`config.mk`:
```
export PLATFORM = sky130hd
export DESIGN_NAME = wma_ram
export DESIGN_NICKNAME = d
export VERILOG_FILES = /design/src/rtl/wma_ram.sv
export SDC_FILE = /design/constraint.sdc
export NUM_CORES = 1
export LEC_CHECK = 0
export ABC_AREA = 1
export BUFFER_PORTS_ARGS = -buffer_cell sky130_fd_sc_hd__buf_2
export CORE_MARGIN = 3
export CORE_UTILIZATION = 30
export CTS_CLUSTER_DIAMETER = 30
export DETAILED_ROUTE_END_ITERATION = 6
export GPL_ROUTABILITY_DRIVEN = 0
export PLACE_DENSITY = 0.55
export SLEW_MARGIN = 0
export SYNTH_ARGS = -nofsm -noshare
export SYNTH_HDL_FRONTEND = slang
export SYNTH_SLANG_ARGS = --single-unit
```
`constraint.sdc`:
```
create_clock -name clk_i -period 1.15 [get_ports clk_i]
set_input_delay 0.0575 -clock clk_i [delete_from_list [all_inputs] [get_ports clk_i]]
set_output_delay 0.0575 -clock clk_i [all_outputs]
set_load 0.02 [all_outputs]
```
`src/rtl/wma_ram.sv`:
```
`default_nettype none
module wma_ram #(
  parameter int unsigned WIDTH = 8,
  parameter int unsigned DEPTH = 16,
  parameter int unsigned ADDR_W = (DEPTH > 1) ? $clog2(DEPTH) : 1
) (
  input  wire logic              clk_i,
  input  wire logic              we_i,
  input  wire logic [ADDR_W-1:0] waddr_i,
  input  wire logic [WIDTH-1:0]  wdata_i,
  input  wire logic              re_i,
  input  wire logic [ADDR_W-1:0] raddr_i,
  output logic      [WIDTH-1:0]  rdata_o
);

  logic [WIDTH-1:0] mem_q [DEPTH];

  always_ff @(posedge clk_i) begin
    if (we_i) begin
      mem_q[waddr_i] <= wdata_i;
    end
    if (re_i) begin
      rdata_o <= mem_q[raddr_i];
    end
  end

endmodule
`default_nettype wire

```
Word level (Yosys, flattened, before mapping):

Memories as Yosys holds them, arrays and structs flattened. A register that Yosys moved wholly into a read port is not among the register bits.
Cells that the tools add are included.

* mux-type cells: 2

Operators with widths (number)
* two-way mux 1 bit: 2

* flip-flop bits (word level): 0
* bits in writable memories: 128
* bits of input ports: 19
* output and inout port bits: 8
* word-level logic and storage cells: 3
* memories kept: 1

Memory list
* mem_q: depth 16, width 8, rd ports 1, clocked after memory_dff 1, write ports 1, RTL line 16 `logic [WIDTH-1:0] mem_q [DEPTH];`

Longest topological paths before layout:

* depth in word-level cells: 2
* gate-level depth with buffers: 8
* mapped depth without buffers: 7

Least setup slack after synthesis:

Ideal clock, no wire load.

* kind: input -> register
* start: input port waddr_i[2]
* end: memory mem_q[10][0] (enable)
* library setup time: 370 ps
* arrival time: 638 ps
* data required time: 780 ps
* path slack: 142 ps
* cell stages on the path: 2
* path buffers: 0
* cells stage by stage: nand3b_1 > nor2_1

RTL lines
* start: declaration: RTL line 9 `input wire logic [ADDR_W-1:0] waddr_i,`
* end: declaration: RTL line 16

Straight into the memory's write port.

Worst setup path in the final report:

* start: register rdata_o[6] (read register of mem_q)
* end: output port rdata_o[6]

RTL lines
* start: declaration: RTL line 13 `output logic [WIDTH-1:0] rdata_o`

No word-level cell between the ends.

==> metrics.cfg <==
[finish]
nets=618
drive_above_1_share_pct=17.3
stdcell_area_sq_um=7060
utilization_pct=37.2
n_antenna_cell=0
syn_to_final_growth_pct=20.7
fillers=1875

[power_and_ir_drop]
p_leak_nw=3.00
vdd_drop_max_v=0.00103
power_mw=11.6
p_per_area_nw_per_um2=1650

[synthesis]
synth_area_leaders=edfxtp_1, nand2_1, nand3_1, inv_1, buf_6
synth_area_per_cell_sq_um=10.6
syn_nets=570
synth.most_common_cell=nand2_1
synth.largest_area_cell=edfxtp_1
synth_edf_count=136
synthArstFlopShare_pct=0
synth_cells=551
synthDistinctLibCells=11
synth_flop_cell=edfxtp_1
yosysWarnings=0
synthTopCellsByCount=nand2_1, edfxtp_1, inv_1
ys_seq_elements=136
synth.top_cell.area_share_pct=69.8
seq_area_frac_synth_pct=69.8
syn_area_sq_um=5850

[drt]
drt.antenna.violating_nets=0
drtIter0Drc=321
finalWirelength_microns=13900
drc=0
first_pass_iters=6
vias=3840
wl_per_cell_microns=15.9
via_per_inst=4.40

[place]
dp_hpwl_microns=9050
placed_area_sq_um=6380
io_buffer_count=26
dpl_worst_slack_ns=-0.122

[min_path]
hold_path_class=input port to flop
hold_depth=1
min-delay-start=re_i
holdPathEnd=rdata_o[6]$_DFFE_PP_

[clocking]
clock_sinks=136
cts.clk_slew.worst_paths_ns=0.06
postCtsHoldBufs=0
post_cts_buffers=0
cts_made_buffers=17
h-tree-depth=4
clock_latency_ns=0.42
cts-root-buf=clkbuf_16
post_cts_resized=0
clock_path_buffers=2
cts_tree=done

[worst_setup_path]
reg2reg_slack_ns=0.07
cp-end-kind=primary output
ff2ff_path_depth=6
worstReg2RegEnd=rdata_o[7]$_DFFE_PP_
start_kind=flop
path_cells=buf_2
path_max_fanout=1
cp_data_required_time_ns=1.09
regToRegStartpoint=mem_q[1][7]$_DFFE_PP_
critical_path.max_stage_delay_ns=0.42
critPathTopFamily=flip-flops
arrival_ns=1.03
crit_cells=1
crit_path_top_delay_cell=edfxtp_1
cp_num_buf_inv=1
path_class=flop to primary output

[floorplan]
ios=27
coreArea_sq_um=19000
std_cell_rows=50
dieArea_sq_um=21200
die_h_microns=146
fp.dieW_microns=146
initial_core_util_pct=30.8

[timing]
fin_crit_sh_pct=94.3
skew_ns=0.0161
min_period_ns=1.08
timing.final.ws_setup_ns=0.0656
slew_headroom_pct=60.8
hold_violations=0
setup_viol=0
tightest_slew_ns=0.587
timing.fmax_mhz=922
tns_ns=0
finalMaxSlewViolations=0

[grt]
antenna_found_initial=0
grt_max_degree=34
grt_overflow=0
grt_pass1_vias=3807
grt_pass1_wl_microns=22100
grt_usage_pct=13.6

[flow_run]
maxCapViolations=0

[run_status]
status=finished clean

[placed cells by master (no fill, tap or decap), drive strengths merged]
cell type  count
clkinvlp       3
clkinv         8
inv          104
buf           53
clkbuf        17
nand3         97
nand2        173
bufinv         2
edfxtp       136
nor2          17
nand3b         2
[worst max-delay path by stage]
stage | startpoint | end | slack (ns)
after floorplan | waddr_i[2] | mem_q[10][0]$_DFFE_PP_ | 0.14
after global placement | raddr_i[1] | rdata_o[4]$_DFFE_PP_ | -0.09
after detailed placement | raddr_i[1] | rdata_o[4]$_DFFE_PP_ | -0.12
after CTS | mem_q[9][4]$_DFFE_PP_ | rdata_o[4]$_DFFE_PP_ | 0.02
after global routing | mem_q[5][0]$_DFFE_PP_ | rdata_o[0]$_DFFE_PP_ | -0.02
final | rdata_o[6]$_DFFE_PP_ | rdata_o[6] | 0.07
[registers in the layout, indices dropped and copies added, names as in the netlist]
| name | cells |
|---|---|
| mem_q | 128 |
| rdata_o | 8 |
[per-layer routing]
layer  vias to the layer above  wire, microns  global-route usage (%)
met5                         -              0                       0
met4                         0            217                    5.41
met3                        13            478                    2.80
met2                        95           6490                    21.0
met1                      1855           6680                    19.0
li1                       1877              -                       -
[cell type report]
type | instances | area [sq um] | area share, %
clock inverters | 15 | 154 | 2.18
inverters | 102 | 383 | 5.43
multi-input cells | 289 | 1310 | 18.6
well taps | 260 | 325 | 4.61
flip-flops and latches | 136 | 4080 | 57.9
clock buffers | 17 | 425 | 6.03
repair buffers | 53 | 370 | 5.25
[cells by family (layout without fill, tap and decap cells)]
kind of cell           after synthesis  in the layout  synth area share (%)
buffers and inverters              126            187                  9.39
flip-flops                         136            136                  69.8
AND/OR/NAND/NOR                    289            289                  20.8
[where the power goes]
group          switching [mW]  total [mW]  internal [mW]  leakage [nW]
clock network            2.06        5.25           3.19         0.277
logic                   0.522       0.749          0.228          1.49
registers              0.0346        5.62           5.59          1.24
total                    2.62        11.6           9.00          3.00
[through the flow]
| step | std cells | hold slack, ns |
|---|---|---|
| floorplan | 551 | 0.156 |
| global placement | 840 | 0.441 |
| detailed placement | 840 | 0.447 |
| CTS | 872 | 0.00921 |
| global route | 872 | 0.0235 |
| finish | 872 | 0.0280 |
No activity file was read; power rests on OpenSTA's default activity.
