**src/rtl/wma_pkg.sv**
```systemverilog
`default_nettype none
package wma_pkg;

  localparam int unsigned PRICE_W    = 32;
  localparam int unsigned VOL_W      = 24;
  localparam int unsigned PROD_W     = PRICE_W + VOL_W;
  localparam int unsigned PSUM_W     = 38;
  localparam int unsigned WSUM_W     = 62;
  localparam int unsigned VSUM_W     = 30;
  localparam int unsigned LEN_W      = 7;
  localparam int unsigned QUO_W      = 32;
  localparam int unsigned DIV_CNT_W  = 6;
  localparam int unsigned CFG_IDX_W  = 2;
  localparam int unsigned CFG_DATA_W = 30;
  localparam int unsigned QUEUE_DEPTH = 2;

  localparam int unsigned WINDOW_MAX  = 64;
  localparam int unsigned RING_ADDR_W = (WINDOW_MAX > 1) ? $clog2(WINDOW_MAX) : 1;

  localparam logic [CFG_IDX_W-1:0] CFG_WINDOW_LENGTH  = 2'd0;
  localparam logic [CFG_IDX_W-1:0] CFG_AVERAGE_MODE   = 2'd1;
  localparam logic [CFG_IDX_W-1:0] CFG_MIN_VOLUME_SUM = 2'd2;

  localparam logic [DIV_CNT_W-1:0] DIV_STEPS = 6'd32;

  typedef struct packed {
    logic [WSUM_W-1:0] dividend;
    logic [VSUM_W-1:0] divisor;
    logic              full;
    logic              too_small;
  } job_t;

  typedef struct packed {
    logic [QUO_W-1:0] value;
    logic             full;
    logic             too_small;
  } result_t;

endpackage
`default_nettype wire

```
**src/rtl/wma_queue.sv**
```systemverilog
`default_nettype none
module wma_queue (
  input  wire logic          clk_i,
  input  wire logic          rst_ni,
  input  wire logic          push_i,
  input  wire wma_pkg::job_t job_i,
  output logic               full_o,
  input  wire logic          pop_i,
  output wma_pkg::job_t      job_o,
  output logic               empty_o
);
  import wma_pkg::*;

  localparam int unsigned PTR_W = (QUEUE_DEPTH > 1) ? $clog2(QUEUE_DEPTH) : 1;
  localparam int unsigned CNT_W = $clog2(QUEUE_DEPTH + 1);

  job_t             entry_q [QUEUE_DEPTH];
  logic [PTR_W-1:0] wr_q, wr_d, rd_q, rd_d;
  logic [CNT_W-1:0] cnt_q, cnt_d;

  always_comb begin
    wr_d  = wr_q;
    rd_d  = rd_q;
    cnt_d = cnt_q;
    if (push_i) begin
      wr_d = (32'(wr_q) == QUEUE_DEPTH - 1) ? '0 : PTR_W'(wr_q + 1'b1);
    end
    if (pop_i) begin
      rd_d = (32'(rd_q) == QUEUE_DEPTH - 1) ? '0 : PTR_W'(rd_q + 1'b1);
    end
    if (push_i && !pop_i) begin
      cnt_d = CNT_W'(cnt_q + 1'b1);
    end else if (pop_i && !push_i) begin
      cnt_d = CNT_W'(cnt_q - 1'b1);
    end
  end

  always_ff @(posedge clk_i or negedge rst_ni) begin
    if (!rst_ni) begin
      wr_q  <= '0;
      rd_q  <= '0;
      cnt_q <= '0;
    end else begin
      wr_q  <= wr_d;
      rd_q  <= rd_d;
      cnt_q <= cnt_d;
    end
  end

  always_ff @(posedge clk_i) begin
    if (push_i) begin
      entry_q[wr_q] <= job_i;
    end
  end

  assign full_o  = (32'(cnt_q) == QUEUE_DEPTH);
  assign empty_o = (cnt_q == '0);
  assign job_o   = entry_q[rd_q];

`ifndef NO_ASSERTIONS
  a_no_overrun: assert property (@(posedge clk_i) disable iff (!rst_ni)
    !(push_i && full_o) && !(pop_i && empty_o))
    else $error("job queue pushed while full or popped while empty");
`endif

endmodule
`default_nettype wire

```
**config.mk**
```make
export PLATFORM = sky130hd
export DESIGN_NAME = wma_queue
export DESIGN_NICKNAME = d
export VERILOG_FILES = /design/src/rtl/wma_pkg.sv /design/src/rtl/wma_queue.sv
export SDC_FILE = /design/constraint.sdc
export NUM_CORES = 1
export LEC_CHECK = 0
export ABC_CLOCK_PERIOD_IN_PS = 5520
export BUFFER_PORTS_ARGS = -buffer_cell sky130_fd_sc_hd__buf_4
export CORE_ASPECT_RATIO = 1.1
export CORE_MARGIN = 3
export CORE_UTILIZATION = 49
export CTS_BUF_LIST = sky130_fd_sc_hd__clkbuf_2
export CTS_CLUSTER_DIAMETER = 100
export DETAILED_ROUTE_END_ITERATION = 10
export HOLD_SLACK_MARGIN = 0.08
export PLACE_DENSITY = 0.78
export SETUP_SLACK_MARGIN = 0.3
export SYNTH_ARGS = -nofsm -noshare
export SYNTH_HDL_FRONTEND = slang
export SYNTH_SLANG_ARGS = --single-unit
```
**constraint.sdc**
```tcl
create_clock -name clk_i -period 5.52 [get_ports clk_i]
set_input_delay 1.38 -clock clk_i [delete_from_list [all_inputs] [get_ports clk_i]]
set_output_delay 1.38 -clock clk_i [all_outputs]
set_load 0.01 [all_outputs]
```
# Yosys cells after proc, flatten, opt, wreduce, memory -nomap -nowiden
# Memory sizes are Yosys's and may differ from the RTL's.
# Cells that the tools add are included.
[word_totals]
n_memories = 1
wordCells = 21
output_inout_bits = 96
ff_bits = 4
inputBits = 98
latch_bits = 0
romBits = 0
mem_bits_rw = 188
[mem_list]
columns = ["memory", "depth", "width", "rd", "rd_clocked_by_memory_dff", "write_ports", "line", "rtl"]
rows = [
  ["entry_q", 2, 94, 1, 0, 1, "wma_queue.sv:17", "job_t entry_q [QUEUE_DEPTH];"],
]
[op_classes]
reduce_logical = 6
n_eq_ne = 1
div_mod_pow = 0
n_bitwise = 0
mux = 6
mul = 0
order_cmp = 0
add_sub_neg = 4
n_shift = 0
[op_table]
columns = ["operator", "count"]
rows = [
  ["1-bit 2-to-1 mux", 4],
  ["2-bit 2-to-1 mux", 2],
  ["1-bit adder (second input constant)", 2],
  ["2-bit by 1-bit adder with 2-bit output (second input constant)", 1],
  ["2-bit equality test (second input constant)", 1],
  ["1-bit logical AND", 2],
  ["1-bit zero test", 2],
  ["2-bit zero test", 1],
  ["2-bit nonzero test", 1],
  ["2-bit by 1-bit subtractor with 2-bit output (second input constant)", 1],
]

# Longest topological paths before layout
[depth]
word_depth = 4
ltp_mapped = 5
mapped_depth_nobuf = 5

# Worst setup path after synthesis
# Ideal clock, no wire load.
[synth_path]
kind = "input to register"
start = "input push_i"
end = "memory entry_q[0][0] in the netlist's numbering (enable)"
cell_stages = 1
setup_slack_ps = -515
arrival_ps = 5476
path_buffers = 0
required_ps = 4961
setup_time_ps = 559
cell_sequence = "nor2b_1"
[synth_between]
elab_chain_cells = 2
[synth_lines]
columns = ["item", "line", "rtl"]
rows = [
  ["start, declared", "wma_queue.sv:5", "input wire logic push_i,"],
  ["1-bit 2-to-1 mux", "wma_queue.sv:51", "if (push_i) begin"],
  ["1-bit 2-to-1 mux (implied by the code)", "wma_queue.sv:52", "entry_q[wr_q] <= job_i;"],
  ["end, declared", "wma_queue.sv:17", ""],
]
# No other way between the ends.

==> key figures <==
Synth
  • Post-synth EDFFs: between 150 and 200
  • Most common cell in the netlist: edfxtp_1
  • Flops & latches, synth: 192
  • Yosys cell types: 14
  • Ys Warns: 0
  • Post-Syn Area: 0.00718 mm^2
  • Yosys top cell area share: 0.786
  • Synthesized Nets: 408
  • Async S/R FF share, synth: 0.0208
  • Top_reg_cell synth: edfxtp_1
  • Area leader, netlist: edfxtp_1
  • Synth area leaders: edfxtp_1, mux2_4, mux2_2
  • Syn avg cell area: 23.2 um^2
  • Synth cell count leaders: edfxtp_1, mux2_4, mux2_2
  • Cells after synthesis: 309
  • Post-synthesis sequential area ratio: 0.800

Flow run
  • Max-Cap Viols: 0

STA
  • Relative slew slack: 0.320
  • Worst setup margin: 1.37 ns
  • Setup TNS: 0 ns
  • Setup-failing EPs final: 0
  • Worst Max-Slew Pin Slew: 1.02 ns
  • RSZ-0062 raised after global routing: no
  • Final Critical Period: between 4 and 5 ns
  • Final Slew Violations: 0
  • F_max: 0.241 GHz
  • Worst Skew: 0.0216 ns
  • Final worst-path cycle share: 0.752
  • Final hold vios: 0
  • Hold slack: 0.410 ns

Layout
  • Fin util: 0.644
  • Diode count: 0
  • Layout cells sized above 1: 0.618
  • P&R area growth vs syn: 26.3%
  • Post-route insts no fill: 714
  • Design area: 0.00907 mm^2
  • NumNets Final: 613

Die
  • Core area: 0.0141 mm^2
  • Io pins: 194
  • DIE AREA: 0.0161 mm^2
  • Die X: 121 um
  • Die height: 133 um
  • Cell Rows: 45
  • Starting density of the core: 0.510

Power
  • NetSw: about 1.2 mW
  • Combinational Power Share: 0.346
  • Overall power: 4.24 mW
  • Leak Pwr: 3.54 nW
  • Sequential share of power: 0.492
  • Pwr dens: 467 mW/mm^2
  • Internal power: 3.01 mW
  • Maximum ir drop on the vdd rail: 0.000228 V
  • Clock power share: 0.162
  • Sw Share: 0.289

Critical path
  • CP startpoint kind: flop
  • Worst EP arrival: 2.77 ns
  • RR Startpoint: wr_q
  • Reg2Reg Setup Slack: 3.42 ns
  • Worst Setup Path Type: flop to output port
  • Crit path max fanout: 49
  • Worst setup path start: rd_q
  • Worst Path Required: 4.14 ns
  • Crit end category: output port

Placement
  • Final HPWL DP: 8.69 mm
  • Setup Slack @ Placement: 2.11 ns
  • I/O Buffers: 193
  • Placed Cells: 683
  • Routability cong.: 0.733
  • Area post-placement: 0.00882 mm^2

Global routing
  • First-pass GRT wire length: 19.5 mm
  • Number of global-route vias before repair: between 3000 and 4000
  • Total gr overflow: 0
  • Largest net degree at the start of global routing: between 60 and 70
  • Initial antenna violation count: 0
  • Total GRT Usage: 0.161

Clock network
  • Skew-Pair Late Insertion Delay: 0.73 ns
  • CTS Hold Bufs: 0
  • Total CTS buffers: 17
  • H-tree levels: 4
  • Clock transition at path regs: 0.22 ns
  • # clock sinks: approximately 190
  • TritonCTS clock tree: done
  • Worst-case clock buffer depth: 2
  • CTS resizes: 0
  • Postcts setup bufs: 0
  • CTS root buf: clkbuf_2

Routing
  • Vias: around 3500
  • Vias/cell: 4.96
  • WL per Instance: 17.8 um
  • DRT iter0 DRCs: 201
  • # DRC: 0
  • DRT Pass-1 Iters: 4
  • DRT antenna net count: 0
  • Total wire length: 12.7 mm

Outcome
  • Status: finished clean

Min path
  • HP Class: input port to asynchronous set/reset pin
==> worst paths after layout <==
check                                  to  cells after the start
max in group asynchronous            rd_q                      1
min reg2reg                      cnt_q[1]                      1
max reg2reg                entry_q[1][42]                      2
min in group clk_i               cnt_q[1]                      1
max                             job_o[80]                      3
min                              cnt_q[1]                      1
==> cell families after synthesis <==
| family | synth area share |
|---|---|
| buf+inv | 0.0148 |
| flops | 0.800 |
| xor+xnor | 0.00610 |
| mux | 0.174 |
| simple gates | 0.00366 |
| fa+ha+maj | 0.00174 |
==> layer usage <==
layer | vias to the layer above | share of wire | global-route usage
met4 | 0 | 0.020 | 0.0735
met3 | 23 | 0.097 | 0.0646
li1 | 1629 | - | -
met2 | 153 | 0.48 | 0.252
met5 | - | 0 | 0
met1 | 1739 | 0.41 | 0.196
==> cell usage in the layout, fill, tap and decap left out, drive strengths merged <==
cell type,synthesis,final
xor2,4,4
and2,1,1
buf,11,197
xnor2,1,1
edfxtp,188,188
nor2b,2,2
bufinv,0,3
mux2,94,94
nor2,2,2
inv,1,2
dfrtp,4,4
clkinv,0,6
clkinvlp,0,4
ha,1,1
clkbuf,0,17
==> layout make-up <==
type | count | area, um^2
inverter | 1 | 3.75
fill | 1006 | 5010
timing repair buffer | 197 | 1490
clock buffer | 17 | 85.1
tap | 188 | 235
clock inverter | 14 | 166
multi-input combinational | 105 | 1340
sequential | 192 | 5750
==> state kept, by name (all words and copies together), names as in the netlist <==
signal,cells
cnt_q,2
wr_q,1
entry_q,188
rd_q,1
==> worst max-delay path, stage by stage (launching register included) <==
cell	delay [ns]
dfrtp_4	0.98
buf_4	0.54
mux2_2	0.39
buf_4	0.14
==> power by group through the flow <==
stage	Sequential [mW]	Clock (mW)	Combinational, mW
after global placement	2.11	0	1.47
final	2.08	0.688	1.46
after floorplan	2.04	0	0.960
after global routing	2.12	0.769	1.57
after CTS	2.09	0.714	1.49
after detailed placement	2.13	0	1.49
(Power assumes the default switching activity.)
