--- src/rtl/wma_pkg.sv ---
`default_nettype none
package wma_pkg;

  localparam int unsigned PRICE_W    = 32;
  localparam int unsigned VOL_W      = 24;
  localparam int unsigned PROD_W     = PRICE_W + VOL_W;
  localparam int unsigned PSUM_W     = 38;
  localparam int unsigned WSUM_W     = 62;
  localparam int unsigned VSUM_W     = 30;
  localparam int unsigned LEN_W      = 7;
  localparam int unsigned QUO_W      = 32;
  localparam int unsigned DIV_CNT_W  = 6;
  localparam int unsigned CFG_IDX_W  = 2;
  localparam int unsigned CFG_DATA_W = 30;
  localparam int unsigned QUEUE_DEPTH = 2;

  localparam int unsigned WINDOW_MAX  = 64;
  localparam int unsigned RING_ADDR_W = (WINDOW_MAX > 1) ? $clog2(WINDOW_MAX) : 1;

  localparam logic [CFG_IDX_W-1:0] CFG_WINDOW_LENGTH  = 2'd0;
  localparam logic [CFG_IDX_W-1:0] CFG_AVERAGE_MODE   = 2'd1;
  localparam logic [CFG_IDX_W-1:0] CFG_MIN_VOLUME_SUM = 2'd2;

  localparam logic [DIV_CNT_W-1:0] DIV_STEPS = 6'd32;

  typedef struct packed {
    logic [WSUM_W-1:0] dividend;
    logic [VSUM_W-1:0] divisor;
    logic              full;
    logic              too_small;
  } job_t;

  typedef struct packed {
    logic [QUO_W-1:0] value;
    logic             full;
    logic             too_small;
  } result_t;

endpackage
`default_nettype wire

--- src/rtl/wma_back.sv ---
`default_nettype none
module wma_back (
  input  wire logic                       clk_i,
  input  wire logic                       rst_ni,
  input  wire logic                       queue_empty_i,
  input  wire wma_pkg::job_t              job_i,
  output logic                            pop_o,
  output logic                            out_valid_o,
  input  wire logic                       out_ready_i,
  output logic [wma_pkg::QUO_W-1:0]       average_value_o,
  output logic                            window_full_o,
  output logic                            volume_too_small_o
);
  import wma_pkg::*;

  localparam logic [1:0] B_IDLE = 2'd0;
  localparam logic [1:0] B_DIV  = 2'd1;
  localparam logic [1:0] B_HOLD = 2'd2;

  logic [1:0]           state_q, state_d;
  logic [DIV_CNT_W-1:0] cnt_q, cnt_d;
  logic [VSUM_W-1:0]    rem_q, rem_d;
  logic [QUO_W-1:0]     quo_q, quo_d;
  logic [VSUM_W-1:0]    div_q, div_d;
  logic                 full_q, full_d;
  logic                 small_q, small_d;
  logic                 out_valid_q, out_valid_d;
  result_t              out_q, out_d;

  logic [VSUM_W:0]      shifted, diff;
  logic                 ge;
  logic                 load_out;

  assign shifted  = {rem_q, quo_q[QUO_W-1]};
  assign diff     = shifted - {1'b0, div_q};
  assign ge       = shifted >= {1'b0, div_q};
  assign load_out = (state_q == B_HOLD) && (!out_valid_q || out_ready_i);
  assign pop_o    = (state_q == B_IDLE) && !queue_empty_i;

  always_comb begin
    state_d     = state_q;
    cnt_d       = cnt_q;
    rem_d       = rem_q;
    quo_d       = quo_q;
    div_d       = div_q;
    full_d      = full_q;
    small_d     = small_q;
    out_valid_d = out_valid_q;
    out_d       = out_q;
    if (out_valid_q && out_ready_i) begin
      out_valid_d = 1'b0;
    end
    case (state_q)
      B_IDLE: begin
        if (pop_o) begin
          full_d  = job_i.full;
          small_d = job_i.too_small;
          div_d   = job_i.divisor;
          rem_d   = job_i.dividend[WSUM_W-1:QUO_W];
          cnt_d   = DIV_STEPS;
          if (job_i.full && !job_i.too_small) begin
            quo_d   = job_i.dividend[QUO_W-1:0];
            state_d = B_DIV;
          end else begin
            quo_d   = '0;
            state_d = B_HOLD;
          end
        end
      end
      B_DIV: begin
        rem_d = ge ? diff[VSUM_W-1:0] : shifted[VSUM_W-1:0];
        quo_d = {quo_q[QUO_W-2:0], ge};
        cnt_d = DIV_CNT_W'(cnt_q - 1'b1);
        if (cnt_q == DIV_CNT_W'(1)) begin
          state_d = B_HOLD;
        end
      end
      B_HOLD: begin
        if (load_out) begin
          out_d.value     = quo_q;
          out_d.full      = full_q;
          out_d.too_small = small_q;
          out_valid_d     = 1'b1;
          state_d         = B_IDLE;
        end
      end
      default: begin
        state_d = B_IDLE;
      end
    endcase
  end

  always_ff @(posedge clk_i or negedge rst_ni) begin
    if (!rst_ni) begin
      state_q     <= B_IDLE;
      cnt_q       <= '0;
      out_valid_q <= 1'b0;
    end else begin
      state_q     <= state_d;
      cnt_q       <= cnt_d;
      out_valid_q <= out_valid_d;
    end
  end

  always_ff @(posedge clk_i) begin
    rem_q   <= rem_d;
    quo_q   <= quo_d;
    div_q   <= div_d;
    full_q  <= full_d;
    small_q <= small_d;
    out_q   <= out_d;
  end

  assign out_valid_o        = out_valid_q;
  assign average_value_o    = out_q.value;
  assign window_full_o      = out_q.full;
  assign volume_too_small_o = out_q.too_small;

`ifndef NO_ASSERTIONS
  a_divide_runs: assert property (@(posedge clk_i) disable iff (!rst_ni)
    (state_q == B_DIV) |-> (cnt_q != '0))
    else $error("divider running with an exhausted step count");
`endif

endmodule
`default_nettype wire

--- config.mk ---
export PLATFORM = sky130hd
export DESIGN_NAME = wma_back
export DESIGN_NICKNAME = d
export VERILOG_FILES = /design/src/rtl/wma_pkg.sv /design/src/rtl/wma_back.sv
export SDC_FILE = /design/constraint.sdc
export NUM_CORES = 1
export LEC_CHECK = 0
export BUFFER_PORTS_ARGS = -buffer_cell sky130_fd_sc_hd__buf_2
export CAP_MARGIN = 20
export CORE_MARGIN = 5
export CORE_UTILIZATION = 56
export DETAILED_ROUTE_END_ITERATION = 16
export GPL_TIMING_DRIVEN = 0
export PLACE_DENSITY = 0.86
export SYNTH_ARGS = -nofsm -noshare
export SYNTH_HDL_FRONTEND = slang
export SYNTH_SLANG_ARGS = --single-unit
--- constraint.sdc ---
create_clock -name clk_i -period 3.2 [get_ports clk_i]
set_input_delay 0.32 -clock clk_i [delete_from_list [all_inputs] [get_ports clk_i]]
set_output_delay 0.32 -clock clk_i [all_outputs]
set_load 0.02 [all_outputs]
# After elaboration in Yosys (flattened, before gate mapping)
# Cells that the tools add are included.
# op_classes
addsub	2
order_cmp	1
n_eq_ne	6
n_mux	16
reduce_logical	14
# ops
operator	count
32-bit 2-to-1 mux	2
32-bit case mux with 2 select lines	1
30-bit 2-to-1 mux	2
30-bit case mux with 2 select lines	1
31-bit by 30-bit greater-or-equal comparator with 1-bit output	1
30-bit subtractor	1
6-bit case mux with 2 select lines	1
2-bit 2-to-1 mux	4
6-bit by 1-bit == test with 1-bit output, second input constant	1
6-bit 2-to-1 mux	1
2-bit inequality test, second input constant	3
2-bit case mux with 3 select lines	1
2-bit AND reduction	3
6-bit by 1-bit subtractor with 6-bit output, second input constant	1
1-bit logical AND	4
1-bit logical NOT	3
1-bit 2-to-1 mux	3
3-bit AND reduction	1
2-bit by 1-bit == test with 1-bit output, second input constant	1
2-bit == test, second input constant	1
2-bit logical NOT	1
2-bit nonzero test	1
1-bit logical OR	1
# word_totals
ff_bits	137
input_bits	98
wordCells	50

# Depth between registers and ports, before layout
# logic_depth
ltp_word	5
mapped_depth	13
mapped_depth_nobuf	11

# Least setup slack after synthesis
# OpenSTA, ideal clock, no wires.
# synth_path
kind	register to register
start	reg state_q[1]
end	reg quo_q[0], enable pin
setup_ns	0.677
arrival_ns	2.081
slack_ns	0.442
path_stages_with_launch	5
period_less_slack_ns	2.758
path_cell_list	dfrtp_1 -> nand2b_1 -> clkbuf_1 -> clkbuf_1 -> nand2_1
# synth_via
elab_chain_len	4
elab_cells_between_ends	6
# synth_lines
item	line	rtl
start: declaration	wma_back.sv:20	logic [1:0] state_q, state_d;
start signal: assignment	wma_back.sv:99	state_q <= state_d;
2-bit logical NOT	wma_back.sv:38, wma_back.sv:53	
1-bit logical AND	wma_back.sv:38	assign pop_o = (state_q == B_IDLE) && !queue_empty_i;
2-bit inequality test (no source line)	-	
2-bit AND reduction (no source line) (*)	-	
end signal: assignment	wma_back.sv:107	quo_q <= quo_d;
end: declaration	wma_back.sv:23	logic [QUO_W-1:0] quo_q, quo_d;
# Every way passes the cells marked *; elsewhere a longest branch is shown, timed or not.
# A chain may end at the register's enable or synchronous reset.

# Worst setup path after layout
# layout_path
start	reg rem_q[1]
end	reg rem_q[25] (data pin)
# layout_via
elab_chain_len	3
elab_cells_between_ends	4
# layout_lines
item	line	rtl
start: declaration	wma_back.sv:22	logic [VSUM_W-1:0] rem_q, rem_d;
start signal: assignment	wma_back.sv:106	rem_q <= rem_d;
30-bit subtractor or 31-bit by 30-bit greater-or-equal comparator with 1-bit output (tied branches)	wma_back.sv:35, wma_back.sv:36	
30-bit 2-to-1 mux (*)	wma_back.sv:71	rem_d = ge ? diff[VSUM_W-1:0] : shifted[VSUM_W-1:0];
30-bit case mux with 2 select lines (*)	wma_back.sv:53	case (state_q)
net rem_d[25]	wma_back.sv:22	
# The timed path passes the listed nets; every way through them passes the cells marked *.

==> results.md <==
- EDFF count, synth: ~130
- CP arrival: between 3 and 4 ns
- Hold crit path type: in2reg
- Clk root buf: clkbuf_16
- RSZ-0062 raised after global routing: no
- Ys flop type: edfxtp_1
- Critical Path Start Type: flop
- Syn_nets: roughly 730
- Via/cell ratio: 5.86
- Synth unique cells: 65
- Vias in the first global route: between 5000 and 6000
- Global-route wire length before repair: 26300 um
- Synth Instances: between 500 and 600
- Clock Path Buffers: 2
- Starting Density: 0.563
- FFs w/ async S/R, synth: 0.0657
- Cell Area, Synth: ~7000 sq um
- Leakage: around 3.5 nW
- Post-synthesis register bit count: 137
- Status: completed
- Largest net degree at the start of global routing: 63
- Slew margin rel.: 0.388
- CP peak stage delay: 0.59 ns
- Detailed Routing Iterations Pass 1: 6
- CP endpoint kind: flop
- Area contributors post-synth: edfxtp_1 55%, ha_1 5.7%, a22o_1 3.9%
- Post-route cell area: roughly 8600 sq um
- Die W: approximately 120 um
- Final cycle utilization of the critical path: 0.949
- Crit-path slowest cell: a2111oi_1
- Crit path from: rem_q[1]
- Setup TNS: 0 ns
- Endpoints failing setup: 0
- P&R area growth vs syn: 22.3%
- Least-Margin Pin Slew: 0.916 ns
- GP Congestion: between 0.9 and 1
- # rows: 41
- Placed standard-cell area: 7940 sq um
- Global route overflow: 0
- Post-synth top area share: 0.547
- CTS tree: yes
- Non-Filler Instances: 933
- Dpl hpwl: 12100 um
- Endpoints failing hold: 0
- Initial antenna violation count: 0
- Final Slew Violations: 0
- Fraction of final layout cells sized beyond drive strength 1: 0.251
- Number of I/O pins: between 100 and 150
- Area leader, netlist: edfxtp_1
- Number of synthesis warnings: 0
- Worst R2R Path Depth: 9
- Detail Route Antenna Nets: 0
- Max-cap viol count: 0
- Die ar.: 14900 sq um
- Worst R2R Setup Slack: 0.16 ns
- Clock transition at path regs: approximately 0.06 ns
- CP Data Required Time: ~3.3 ns
- Power per cell area: 1130 nW/um^2
- Tmin final: 3.04 ns
- Setup CP Type: reg2reg
- Port bufs: 133
- Avg Cell Area, Syn: 11.8 sq um
- Worst flop-to-flop path startpoint: rem_q[1]
- Drt initial violations: 490
- Peak VDD IR: around 0.53 mV
- CP dominant cell by count: a21oi_1
- Crit-path cells: ha_1 -> a21oi_1 -> a2111oi_2 -> nor2_1 -> a2111oi_1 -> o221ai_1 -> xnor2_1 -> mux2i_1 -> a21oi_1
- ANT cells: 0
- Worst r2r dst: rem_q[25]
- Fill count: 910
- H-tree depth: 4
- Worst Setup EP: rem_q[25]
- Num CTS Buffers: 17
- Worst Skew: 0.00831 ns
- Max FO, Critical Path: 5
- DR vias: around 5500
- Average wire per standard cell: 18.0 um
- CTS Sinks: approximately 140
- Fmax: between 0.3 and 0.4 GHz
- Dpl cells: 900
- Clk_lat worst skew: about 0.42 ns
- GRT Overall Usage: 0.229
- Register area share after synthesis: 0.580
- Die Y: around 120 um
- Core area: 12500 sq um
- Number of nets in the layout: 879
- Post-detailed-routing wire length: between 15000 and 20000 um
- DRC violations left: 0
-- per-layer routing --
layer / vias to the layer above / routed length [um] / part of all wire / global-route usage
met5: - / 0 / 0 / 0
met4: 0 / 358 / 0.021 / 0.0847
met3: 33 / 1450 / 0.086 / 0.0492
met2: 278 / 8200 / 0.49 / 0.392
met1: 2594 / 6760 / 0.40 / 0.288
li1: 2560 / - / - / -
-- where the power goes --
part           internal, mW  switching, mW
registers              2.98          0.340
clock network          1.15          0.762
logic                  1.68           2.76
total                  5.81           3.86
-- cell families (layout without fill, tap and decap cells) --
kind of cell             Yosys count  count (layout)  share of synthesized area
AO/OA/AOI/OAI                    172             172                      0.169
XOR/XNOR                          24              24                     0.0299
adder cells (fa/ha/maj)           33              33                     0.0599
buffers and inverters             65             232                     0.0376
flip-flops                       137             137                      0.580
multiplexers                      15              15                     0.0216
AND/OR/NAND/NOR                  148             148                      0.102
-- Yosys cell counts, types with 4 or more instances --
| library cell | count |
|---|---|
| nand2_1 | 55 |
| dfrtp_1 | 9 |
| nor2_1 | 22 |
| and3_1 | 5 |
| nand4_1 | 5 |
| and2_1 | 7 |
| nand3_1 | 17 |
| edfxtp_1 | 128 |
| xnor2_1 | 12 |
| inv_1 | 42 |
| nor3_1 | 9 |
| o22ai_1 | 4 |
| or2_2 | 4 |
| a31oi_1 | 8 |
| mux2i_1 | 14 |
| xor2_1 | 12 |
| ha_1 | 32 |
| o21ai_0 | 28 |
| o21a_1 | 8 |
| nand2b_1 | 6 |
| clkbuf_1 | 14 |
| a22o_1 | 31 |
| o211ai_1 | 10 |
| o21ai_1 | 6 |
| a21o_1 | 7 |
| a21oi_1 | 38 |
| or3_1 | 5 |
-- registers in the layout, summed over array words and instances (netlist names) --
register / cells
average_value_o: 32
cnt_q: 6
div_q: 30
full_q: 1
out_valid_o: 1
quo_q: 32
rem_q: 30
small_q: 1
state_q: 2
volume_too_small_o: 1
window_full_o: 1
-- layout make-up --
type / count / area [sq um] / share of cell area
sequential: 137 / 4070 / 0.474
multi-input combinational: 392 / 2750 / 0.320
timing repair buffer: 135 / 703 / 0.0819
clock buffer: 19 / 433 / 0.0504
tap: 172 / 215 / 0.0251
inverter: 42 / 158 / 0.0184
clock inverter: 13 / 149 / 0.0173
buffer: 23 / 110 / 0.0128
-- through the flow --
stage	utilization	total power, mW	setup WS, ns	hold slack [ns]
after floorplan	-	6.45	0.442	0.0244
after global placement	0.634	7.46	-0.624	0.172
after detailed placement	0.637	7.63	0.0564	0.184
after CTS	0.685	9.59	0.0145	0.0578
after global routing	0.689	10.3	0.00699	0.0563
final	0.689	9.67	0.163	0.0705
-- how the worst min path moves through the flow --
stage,start,to,slack (ns),cells after the start
final,job_i[14],div_q[12],0.07,1
after global routing,job_i[26],div_q[24],0.06,1
after CTS,job_i[6],div_q[4],0.06,1
after detailed placement,rst_ni,cnt_q[5],0.18,1
after global placement,rst_ni,cnt_q[5],0.17,1
after floorplan,rst_ni,cnt_q[0],0.02,0
-- critical path, delay by kind of cell (launching register included) --
| family | cells | cell delay (ns) |
|---|---|---|
| flops | 1 | 0.42 |
| mux | 1 | 0.14 |
| compound gates | 5 | 1.50 |
| fa+ha+maj | 1 | 0.38 |
| simple gates | 1 | 0.13 |
| xor+xnor | 1 | 0.17 |
-- cells in the final DEF (no fill, tap or decap), types with 3 or more instances in the layout --
cell | synthesis | final
xor2_1 | 12 | 12
a21oi_1 | 38 | 36
o41ai_1 | 3 | 3
nand2_1 | 55 | 54
buf_2 | 3 | 136
ha_1 | 32 | 30
o21ai_0 | 28 | 28
a21o_1 | 7 | 7
mux2i_1 | 14 | 14
xnor2_1 | 12 | 12
clkinv_4 | 0 | 6
or2_2 | 4 | 4
o22ai_1 | 4 | 4
or3_1 | 5 | 5
a22o_1 | 31 | 31
nor3_1 | 9 | 9
nand4_1 | 5 | 5
a21oi_2 | 2 | 3
a31oi_1 | 8 | 8
nor2_1 | 22 | 22
and3_1 | 5 | 5
nand3_1 | 17 | 17
nand2b_1 | 6 | 6
inv_1 | 42 | 42
dfrtp_1 | 9 | 9
clkbuf_1 | 14 | 16
clkbuf_16 | 0 | 17
edfxtp_1 | 128 | 128
o211ai_1 | 10 | 10
o21a_1 | 8 | 8
o21ai_1 | 6 | 5
and2_1 | 7 | 7
-- what timing repair did --
item                                   CTS  global route
resized for setup                        0            10
buffers inserted                         0             0
hold buffers                             1             0
setup endpoints to repair                0            26
endpoints found under the hold margin    9             0
Note: power is estimated with default switching activity, not from simulation.
